<file path="src/rtl/atsr_pkg.sv">
package atsr_pkg;

   // Input transaction: one tick or command from the host side
   typedef struct packed {
      logic [1:0]  action;
      logic [11:0] sample;
      logic        sample_ok;
   } req_type;

   // Result transaction: one byte of the report packet
   typedef struct packed {
      logic [7:0] tx_byte;
      logic       last_byte;
   } rsp_type;

   localparam logic [1:0] ACT_TICK  = 2'd0;
   localparam logic [1:0] ACT_RESET = 2'd1;
   localparam logic [1:0] ACT_OK    = 2'd2;

   localparam int          ELAPSED_BITS  = 17;
   localparam int          TIMEOUT_BITS  = 16;
   localparam logic [16:0] ELAPSED_MAX   = 17'h1FFFF;
   localparam logic [15:0] TIMEOUT_RESET = 16'd3000;

   // Byte counter covers the five header bytes and up to five digits
   localparam int         IDX_BITS  = 3;
   localparam logic [2:0] HEAD_LAST = 3'd4;

   localparam logic [7:0] CHAR_ZERO = 8'h30;
   localparam logic [7:0] CHAR_HASH = 8'h23;

   // Output byte source
   localparam logic [1:0] SEL_HEAD  = 2'd0;
   localparam logic [1:0] SEL_DIGIT = 2'd1;
   localparam logic [1:0] SEL_TAIL  = 2'd2;

   typedef struct packed {
      logic       latch;      // idle reset command: take sample, start conversion
      logic       count;      // waiting, non-OK item: advance and check elapsed time
      logic       conv_step;  // one double-dabble step
      logic       idx_clear;
      logic       idx_inc;
      logic       idx_load_top;
      logic       idx_dec;
      logic       load_out;
      logic [1:0] sel;
   } cmd_type;

   typedef struct packed {
      logic timeout_hit;
      logic conv_last;
      logic head_last;
      logic digit_last;
      logic out_free;
   } status_type;

   function automatic logic [7:0] head_byte(input logic [IDX_BITS-1:0] idx);
      logic [7:0] b;
      case (idx)
         3'd0:    b = 8'h21;  // '!'
         3'd1:    b = 8'h41;  // 'A'
         3'd2:    b = 8'h44;  // 'D'
         3'd3:    b = 8'h43;  // 'C'
         default: b = 8'h3D;  // '='
      endcase
      return b;
   endfunction

endpackage

</file>
<file path="src/rtl/atsr_datapath.sv">
module atsr_datapath #(
   parameter int SAMPLE_BITS = 12
) (
   input  logic                        clock,
   input  logic                        reset,
   input  atsr_pkg::req_type           req_data,
   input  logic                        csr_wr_en,
   input  logic [15:0]                 csr_wr_data,
   input  atsr_pkg::cmd_type           cmd,
   output atsr_pkg::status_type        status,
   input  logic                        rsp_stall,
   output logic                        rsp_valid,
   output atsr_pkg::rsp_type           rsp_data
);
   import atsr_pkg::*;

   localparam int NUM_DIGITS = (SAMPLE_BITS <= 3) ? 1 :
                               (SAMPLE_BITS <= 6) ? 2 :
                               (SAMPLE_BITS <= 9) ? 3 :
                               (SAMPLE_BITS <= 13) ? 4 : 5;
   localparam int DIG_BITS = (NUM_DIGITS > 1) ? $clog2(NUM_DIGITS) : 1;
   localparam int CNT_BITS = (SAMPLE_BITS > 1) ? $clog2(SAMPLE_BITS) : 1;

   logic [TIMEOUT_BITS-1:0] timeout_ff, timeout_in;
   logic [ELAPSED_BITS-1:0] elapsed_ff, elapsed_in;
   logic [SAMPLE_BITS-1:0]  held_ff, held_in;
   logic [SAMPLE_BITS-1:0]  bin_ff, bin_in;
   logic [3:0]              digit_ff [NUM_DIGITS];
   logic [3:0]              digit_in [NUM_DIGITS];
   logic [CNT_BITS-1:0]     bit_cnt_ff, bit_cnt_in;
   logic [IDX_BITS-1:0]     idx_ff, idx_in;
   logic                    rsp_valid_ff, rsp_valid_in;
   rsp_type                 rsp_ff, rsp_in;

   logic [SAMPLE_BITS-1:0]  sample_cut;
   logic [ELAPSED_BITS-1:0] elapsed_next;
   logic                    hit;
   logic [3:0]              adj [NUM_DIGITS];
   logic [IDX_BITS-1:0]     top_idx;
   logic [3:0]              cur_digit;

   assign sample_cut   = SAMPLE_BITS'(req_data.sample);
   assign elapsed_next = (req_data.action == ACT_TICK && elapsed_ff != ELAPSED_MAX) ?
                         elapsed_ff + 1'b1 : elapsed_ff;
   assign hit          = elapsed_next > {1'b0, timeout_ff};
   assign cur_digit    = digit_ff[idx_ff[DIG_BITS-1:0]];

   // Most significant nonzero digit, or the lowest digit for zero
   always_comb begin
      top_idx = '0;
      for (int d = 1; d < NUM_DIGITS; d++) begin
         if (digit_ff[d] != 4'd0) begin
            top_idx = IDX_BITS'(d);
         end
      end
   end

   always_comb begin
      for (int d = 0; d < NUM_DIGITS; d++) begin
         adj[d] = (digit_ff[d] >= 4'd5) ? digit_ff[d] + 4'd3 : digit_ff[d];
      end
   end

   always_comb begin
      timeout_in   = csr_wr_en ? csr_wr_data : timeout_ff;
      elapsed_in   = elapsed_ff;
      held_in      = held_ff;
      bin_in       = bin_ff;
      digit_in     = digit_ff;
      bit_cnt_in   = bit_cnt_ff;
      idx_in       = idx_ff;
      rsp_valid_in = rsp_valid_ff && rsp_stall;
      rsp_in       = rsp_ff;

      if (cmd.latch) begin
         held_in    = req_data.sample_ok ? sample_cut : held_ff;
         bin_in     = req_data.sample_ok ? sample_cut : held_ff;
         elapsed_in = '0;
         bit_cnt_in = '0;
         for (int d = 0; d < NUM_DIGITS; d++) begin
            digit_in[d] = 4'd0;
         end
      end
      if (cmd.count) begin
         elapsed_in = hit ? '0 : elapsed_next;
      end
      if (cmd.conv_step) begin
         // shift one binary bit into the BCD digits after the add-3 correction
         digit_in[0] = {adj[0][2:0], bin_ff[SAMPLE_BITS-1]};
         for (int d = 1; d < NUM_DIGITS; d++) begin
            digit_in[d] = {adj[d][2:0], adj[d-1][3]};
         end
         bin_in     = bin_ff << 1;
         bit_cnt_in = bit_cnt_ff + 1'b1;
      end

      if (cmd.idx_clear) begin
         idx_in = '0;
      end else if (cmd.idx_load_top) begin
         idx_in = top_idx;
      end else if (cmd.idx_inc) begin
         idx_in = idx_ff + 1'b1;
      end else if (cmd.idx_dec) begin
         idx_in = idx_ff - 1'b1;
      end

      if (cmd.load_out) begin
         rsp_valid_in = 1'b1;
         case (cmd.sel)
            SEL_HEAD: begin
               rsp_in.tx_byte   = head_byte(idx_ff);
               rsp_in.last_byte = 1'b0;
            end
            SEL_DIGIT: begin
               rsp_in.tx_byte   = CHAR_ZERO | {4'd0, cur_digit};
               rsp_in.last_byte = 1'b0;
            end
            default: begin
               rsp_in.tx_byte   = CHAR_HASH;
               rsp_in.last_byte = 1'b1;
            end
         endcase
      end
   end

   always_ff @(posedge clock) begin
      if (reset) begin
         timeout_ff   <= TIMEOUT_RESET;
         elapsed_ff   <= '0;
         held_ff      <= '0;
         rsp_valid_ff <= 1'b0;
      end else begin
         timeout_ff   <= timeout_in;
         elapsed_ff   <= elapsed_in;
         held_ff      <= held_in;
         rsp_valid_ff <= rsp_valid_in;
      end
   end

   always_ff @(posedge clock) begin
      bin_ff     <= bin_in;
      digit_ff   <= digit_in;
      bit_cnt_ff <= bit_cnt_in;
      idx_ff     <= idx_in;
      rsp_ff     <= rsp_in;
   end

   assign status.timeout_hit = hit;
   assign status.conv_last   = bit_cnt_ff == CNT_BITS'(SAMPLE_BITS - 1);
   assign status.head_last   = idx_ff == HEAD_LAST;
   assign status.digit_last  = idx_ff == '0;
   assign status.out_free    = !rsp_valid_ff || !rsp_stall;

   assign rsp_valid = rsp_valid_ff;
   assign rsp_data  = rsp_ff;

endmodule

</file>
<file path="src/rtl/atsr_ctrl.sv">
module atsr_ctrl (
   input  logic                 clock,
   input  logic                 reset,
   input  logic                 req_valid,
   input  logic [1:0]           req_action,
   output logic                 req_stall,
   input  atsr_pkg::status_type status,
   output atsr_pkg::cmd_type    cmd
);
   import atsr_pkg::*;

   localparam logic [2:0] ST_READY = 3'd0;
   localparam logic [2:0] ST_CONV  = 3'd1;
   localparam logic [2:0] ST_HEAD  = 3'd2;
   localparam logic [2:0] ST_DIGIT = 3'd3;
   localparam logic [2:0] ST_TAIL  = 3'd4;

   logic [2:0] state_ff, state_in;
   logic       waiting_ff, waiting_in;

   always_comb begin
      state_in   = state_ff;
      waiting_in = waiting_ff;
      cmd        = '0;
      cmd.sel    = SEL_HEAD;

      case (state_ff)
         ST_READY: begin
            if (req_valid) begin
               if (!waiting_ff) begin
                  if (req_action == ACT_RESET) begin
                     cmd.latch  = 1'b1;
                     waiting_in = 1'b1;
                     state_in   = ST_CONV;
                  end
               end else if (req_action == ACT_OK) begin
                  waiting_in = 1'b0;
               end else begin
                  cmd.count = 1'b1;
                  if (status.timeout_hit) begin
                     cmd.idx_clear = 1'b1;
                     state_in      = ST_HEAD;
                  end
               end
            end
         end
         ST_CONV: begin
            cmd.conv_step = 1'b1;
            if (status.conv_last) begin
               cmd.idx_clear = 1'b1;
               state_in      = ST_HEAD;
            end
         end
         ST_HEAD: begin
            if (status.out_free) begin
               cmd.load_out = 1'b1;
               cmd.sel      = SEL_HEAD;
               if (status.head_last) begin
                  cmd.idx_load_top = 1'b1;
                  state_in         = ST_DIGIT;
               end else begin
                  cmd.idx_inc = 1'b1;
               end
            end
         end
         ST_DIGIT: begin
            if (status.out_free) begin
               cmd.load_out = 1'b1;
               cmd.sel      = SEL_DIGIT;
               cmd.idx_dec  = 1'b1;
               if (status.digit_last) begin
                  state_in = ST_TAIL;
               end
            end
         end
         ST_TAIL: begin
            if (status.out_free) begin
               cmd.load_out = 1'b1;
               cmd.sel      = SEL_TAIL;
               state_in     = ST_READY;
            end
         end
         default: begin
            state_in = ST_READY;
         end
      endcase
   end

   always_ff @(posedge clock) begin
      if (reset) begin
         state_ff   <= ST_READY;
         waiting_ff <= 1'b0;
      end else begin
         state_ff   <= state_in;
         waiting_ff <= waiting_in;
      end
   end

   assign req_stall = state_ff != ST_READY;

endmodule

</file>
<file path="src/rtl/ack_timeout_sample_reporter.sv">
// Stop-and-wait report sender with a retransmit timeout.
// Request channel (req_valid/req_stall/req_data): millisecond ticks and host
// commands. In idle, a reset command latches the sample (kept as before when
// sample_ok is low) and sends "!ADC=<decimal>#"; the block then waits for an
// OK command. While waiting, ticks advance a saturating elapsed count, and when
// it exceeds timeout_ms the same packet goes out again and the count restarts.
// Response channel (rsp_valid/rsp_stall/rsp_data): one transaction per packet
// byte, last_byte set on the closing '#'. csr_wr_en/csr_wr_data write
// timeout_ms; write it only while the block is idle.
// Sequencing: a transaction that sends nothing is accepted without a stall. A
// reset command that starts a packet latches the sample, then runs SAMPLE_BITS
// steps of serial binary to decimal conversion (one bit per cycle), then sends
// 7 to 10 bytes; a resend skips the conversion. req_stall stays high until the last
// byte has moved into the output register. A stalled receiver holds that
// register and pauses the byte sequencer, nothing is dropped.
// Reset: idle mode, elapsed count and held sample zero, timeout 3000 ms.
module ack_timeout_sample_reporter #(
   parameter int SAMPLE_BITS = 12
) (
   input  logic                clock,
   input  logic                reset,
   input  logic                req_valid,
   output logic                req_stall,
   input  atsr_pkg::req_type   req_data,
   output logic                rsp_valid,
   input  logic                rsp_stall,
   output atsr_pkg::rsp_type   rsp_data,
   input  logic                csr_wr_en,
   input  logic [15:0]         csr_wr_data
);
   import atsr_pkg::*;

   cmd_type    cmd;
   status_type status;

   // Sequence item handling, conversion and the byte stream
   atsr_ctrl u_ctrl (
      .clock      (clock),
      .reset      (reset),
      .req_valid  (req_valid),
      .req_action (req_data.action),
      .req_stall  (req_stall),
      .status     (status),
      .cmd        (cmd)
   );

   // Hold timeout, elapsed count, sample, BCD digits and the output register
   atsr_datapath #(
      .SAMPLE_BITS (SAMPLE_BITS)
   ) u_datapath (
      .clock       (clock),
      .reset       (reset),
      .req_data    (req_data),
      .csr_wr_en   (csr_wr_en),
      .csr_wr_data (csr_wr_data),
      .cmd         (cmd),
      .status      (status),
      .rsp_stall   (rsp_stall),
      .rsp_valid   (rsp_valid),
      .rsp_data    (rsp_data)
   );

endmodule

</file>
<file path="config.mk">
export PLATFORM = sky130hd
export DESIGN_NAME = ack_timeout_sample_reporter
export DESIGN_NICKNAME = d
export VERILOG_FILES = /design/src/rtl/atsr_pkg.sv /design/src/rtl/atsr_datapath.sv /design/src/rtl/atsr_ctrl.sv /design/src/rtl/ack_timeout_sample_reporter.sv
export SDC_FILE = /design/constraint.sdc
export NUM_CORES = 1
export LEC_CHECK = 0
export BUFFER_PORTS_ARGS = -buffer_cell sky130_fd_sc_hd__buf_2
export CORE_ASPECT_RATIO = 1.5
export CORE_MARGIN = 1.5
export CORE_UTILIZATION = 40
export DETAILED_ROUTE_END_ITERATION = 7
export GPL_TIMING_DRIVEN = 0
export HOLD_SLACK_MARGIN = 0.1
export PLACE_DENSITY = 0.56
export SYNTH_ARGS = -nofsm -noshare
export SYNTH_HDL_FRONTEND = slang
export SYNTH_HIERARCHICAL = 1
export SYNTH_SLANG_ARGS = --single-unit
</file>
<file path="constraint.sdc">
create_clock -name clock -period 5.1 [get_ports clock]
set_input_delay 0.255 -clock clock [delete_from_list [all_inputs] [get_ports clock]]
set_output_delay 0.255 -clock clock [all_outputs]
set_load 0.03 [all_outputs]
</file>
==> impl_metrics.tcl <==
set metrics [dict create \
    cp_cell_sequence "ha_1 > nand3_1 > nor4_2 > ha_1 > nor3_4 > and4_2 > nand2_1 > o21a_1 > or2_2 > ha_1 > nand3_1 > or4_4 > or4_4 > o211ai_4 > buf_8 > inv_1 > buf_4 > a22oi_1 > nor3_1 > a2111oi_0" \
    core_um2 13000 \
    worst_clock_skew_ns 0.00908 \
    yosysMostFrequentCell "nand2_1" \
    cts_root_buffer "clkbuf_16" \
    postSynthNetCount 642 \
    drv_cap 0 \
    grt_pass1_wl_um 20000 \
    fmax_ghz 0.206 \
    rows 51 \
    first_pass_iters 6 \
    endpoint_kind "flip-flop" \
    die_w_um 97.3 \
    synthDominantCellAreaShare 0.220 \
    ant_nets 0 \
    synth_cell_type_count 59 \
    netlist_area_um2 5330 \
    avgSynthCellArea_um2 9.32 \
    yosysSeqAreaShare 0.423 \
    worst_pin_slew_ns 0.773 \
    synth_common_cells "nand2_1 (77), dfxtp_1 (54), nor2_1 (54), edfxtp_1 (39), inv_1 (36)" \
    start_kind "flip-flop" \
    clock-sinks 93 \
    drt_wl_total_um 12100 \
    grt_max_degree 32 \
    ys_ff_latch 93 \
    grt_pass1_vias 4292 \
    maxSlewViolCount 0 \
    drive_above_1_share 0.157 \
    slew-limit-headroom 0.485 \
    outcome "completed" \
    finalPower_mw 1.89 \
    io_buffers 43 \
    max_stage_delay_ns 0.50 \
    cpMostUsedCell "ha_1" \
    async_reset_ff_frac 0 \
    setup_tns_ns 0 \
    yosysWarnings 6 \
    hp-class "in -> reg" \
    cts_tree "done" \
    overflow 0 \
    placed_area_um2 5750 \
    top_level_ports 47 \
    die_height_um 144 \
    yosysTopAreaCell "edfxtp_1" \
    wl_per_cell_um 15.3 \
    fin_crit_ns 4.86 \
    die-area_um2 14000 \
    numCtsBuffers 9 \
    vdd_drop_max_mv 0.219 \
    vias 4192 \
    diodes 0 \
    clk_latency_ns 0.34 \
    critPathMaxFanout 10 \
    detail_route.vias_per_cell 5.31 \
    worstPathArrival_ns 5.08 \
    period_share 0.953 \
    design_area_um2 6070 \
    required_ns 5.32 \
    ys.flop_type "dfxtp_1" \
    hpwl_um 9210 \
    drt_iter0_drc 194 \
    areaGrowthSynthToFinish_pct 13.9 \
    initial_utilization 0.409 \
    setup_viol 0 \
    htreeDepth 3 \
    p_leak_nw 2.45 \
    grt_usage 0.179 \
    hold_viol 0 \
    hold_buffers 0 \
    place_congestion 0.855 \
    nNetsFinal 695 \
    power_density_nw_per_um2 312 \
    clk_path_buf_depth 2 \
    drc 0 \
    slowest_stage "or4_4" \
    synth_edf_count 39 \
    clkTransAtPathRegs_ns 0.07 \
    yosys-top-cells-area "edfxtp_1 (22%), dfxtp_1 (20%), ha_1 (8.0%)" \
    worstSetupPathType "reg -> reg" \
    antenna_found_initial 0 \
    rsz0062_at_grt "false" \
    synthCells 572 \
]
[placed cells by master (no fill, tap or decap), types with 7 or more instances in the layout]
cell type  count
nor2b_1        7
o21ai_0       31
mux2i_1       23
nand2_1       77
buf_2         45
inv_1         36
a32oi_1       12
o211ai_1       8
a21oi_1       27
nor3_1         7
nor2_1        54
edfxtp_1      39
and2_1        19
xnor2_1       14
dfxtp_1       54
clkbuf_16      9
ha_1          34
clkbuf_1      13
nand3_1       10
nand2b_1       9
[power by group]
group,internal [mW],total [mW],switching [mW]
clock network,0.387,0.687,0.300
logic,0.142,0.332,0.191
registers,0.832,0.873,0.0410
total,1.36,1.89,0.532
[layer usage]
metal	vias to the layer above	wire length [µm]	track usage
met2	81	6460	0.347
met5	-	0	0
met1	1974	4930	0.191
met3	23	326	0.0329
li1	2114	-	-
met4	0	359	0.0722
[path summary, 6_finish.rpt]
check,slack (ns),from,cells after the start,endpoint
worst max-delay path,0.24,u_datapath/elapsed_ff[0],20,u_datapath/idx_ff[2]
worst min register to register,0.46,u_datapath/held_ff[6],2,u_datapath/held_ff[6]
worst min-delay path,0.13,csr_wr_data[7],3,u_datapath/timeout_ff[7]
worst max register to register,0.24,u_datapath/elapsed_ff[0],20,u_datapath/idx_ff[2]
[metrics by stage]
stage | cells | utilization | hold slack, ns | setup WS (ns)
after global placement | 774 | 0.441 | 0.441 | -0.0411
final | 789 | 0.466 | 0.130 | 0.242
after global routing | 789 | 0.466 | 0.125 | 0.0134
after detailed placement | 774 | 0.442 | 0.447 | -0.0856
after CTS | 790 | 0.465 | 0.115 | 0.138
after floorplan | 572 | - | 0.324 | 0.543
[final cells by class]
class                      count  area, µm²
fill                        1300       6950
multi-input combinational    416       2820
sequential                    93       2250
clock buffer                   9        225
timing repair buffer          43        215
tap                          159        199
buffer                        26        144
inverter                      36        135
clock inverter                 7       77.6
[cells by family after synthesis]
group | Yosys count | share of synthesized area
fa+ha+maj | 34 | 0.0798
compound gates | 113 | 0.147
mux | 28 | 0.0622
flops | 93 | 0.423
simple gates | 220 | 0.202
buf+inv | 63 | 0.0530
xor+xnor | 20 | 0.0329
other cells | 1 | 0.000704
[what timing repair did]
action,4_1_cts,5_1_grt
endpoints found under the setup margin,1,2
resized for setup,1,4
setup buffers,0,0
[registers in the layout, summed over array words and instances, names as in the netlist]
register / count
u_datapath/rsp_valid: 1
u_datapath/elapsed_ff: 17
u_datapath/bit_cnt_ff: 4
u_datapath/timeout_ff: 16
u_ctrl/state_ff: 3
u_ctrl/waiting_ff: 1
u_datapath/held_ff: 12
u_datapath/idx_ff: 3
u_datapath/digit_ff: 16
u_datapath/rsp_data: 8
u_datapath/bin_ff: 12
[worst max-delay path: cells and delay by family (launching register included)]
| kind | cells | cell delay (ns) |
|---|---|---|
| compound gates | 4 | 0.90 |
| fa+ha+maj | 3 | 0.78 |
| buf+inv | 3 | 0.38 |
| flops | 1 | 0.35 |
| simple gates | 10 | 2.34 |
Power figures use the tool's default switching activity.
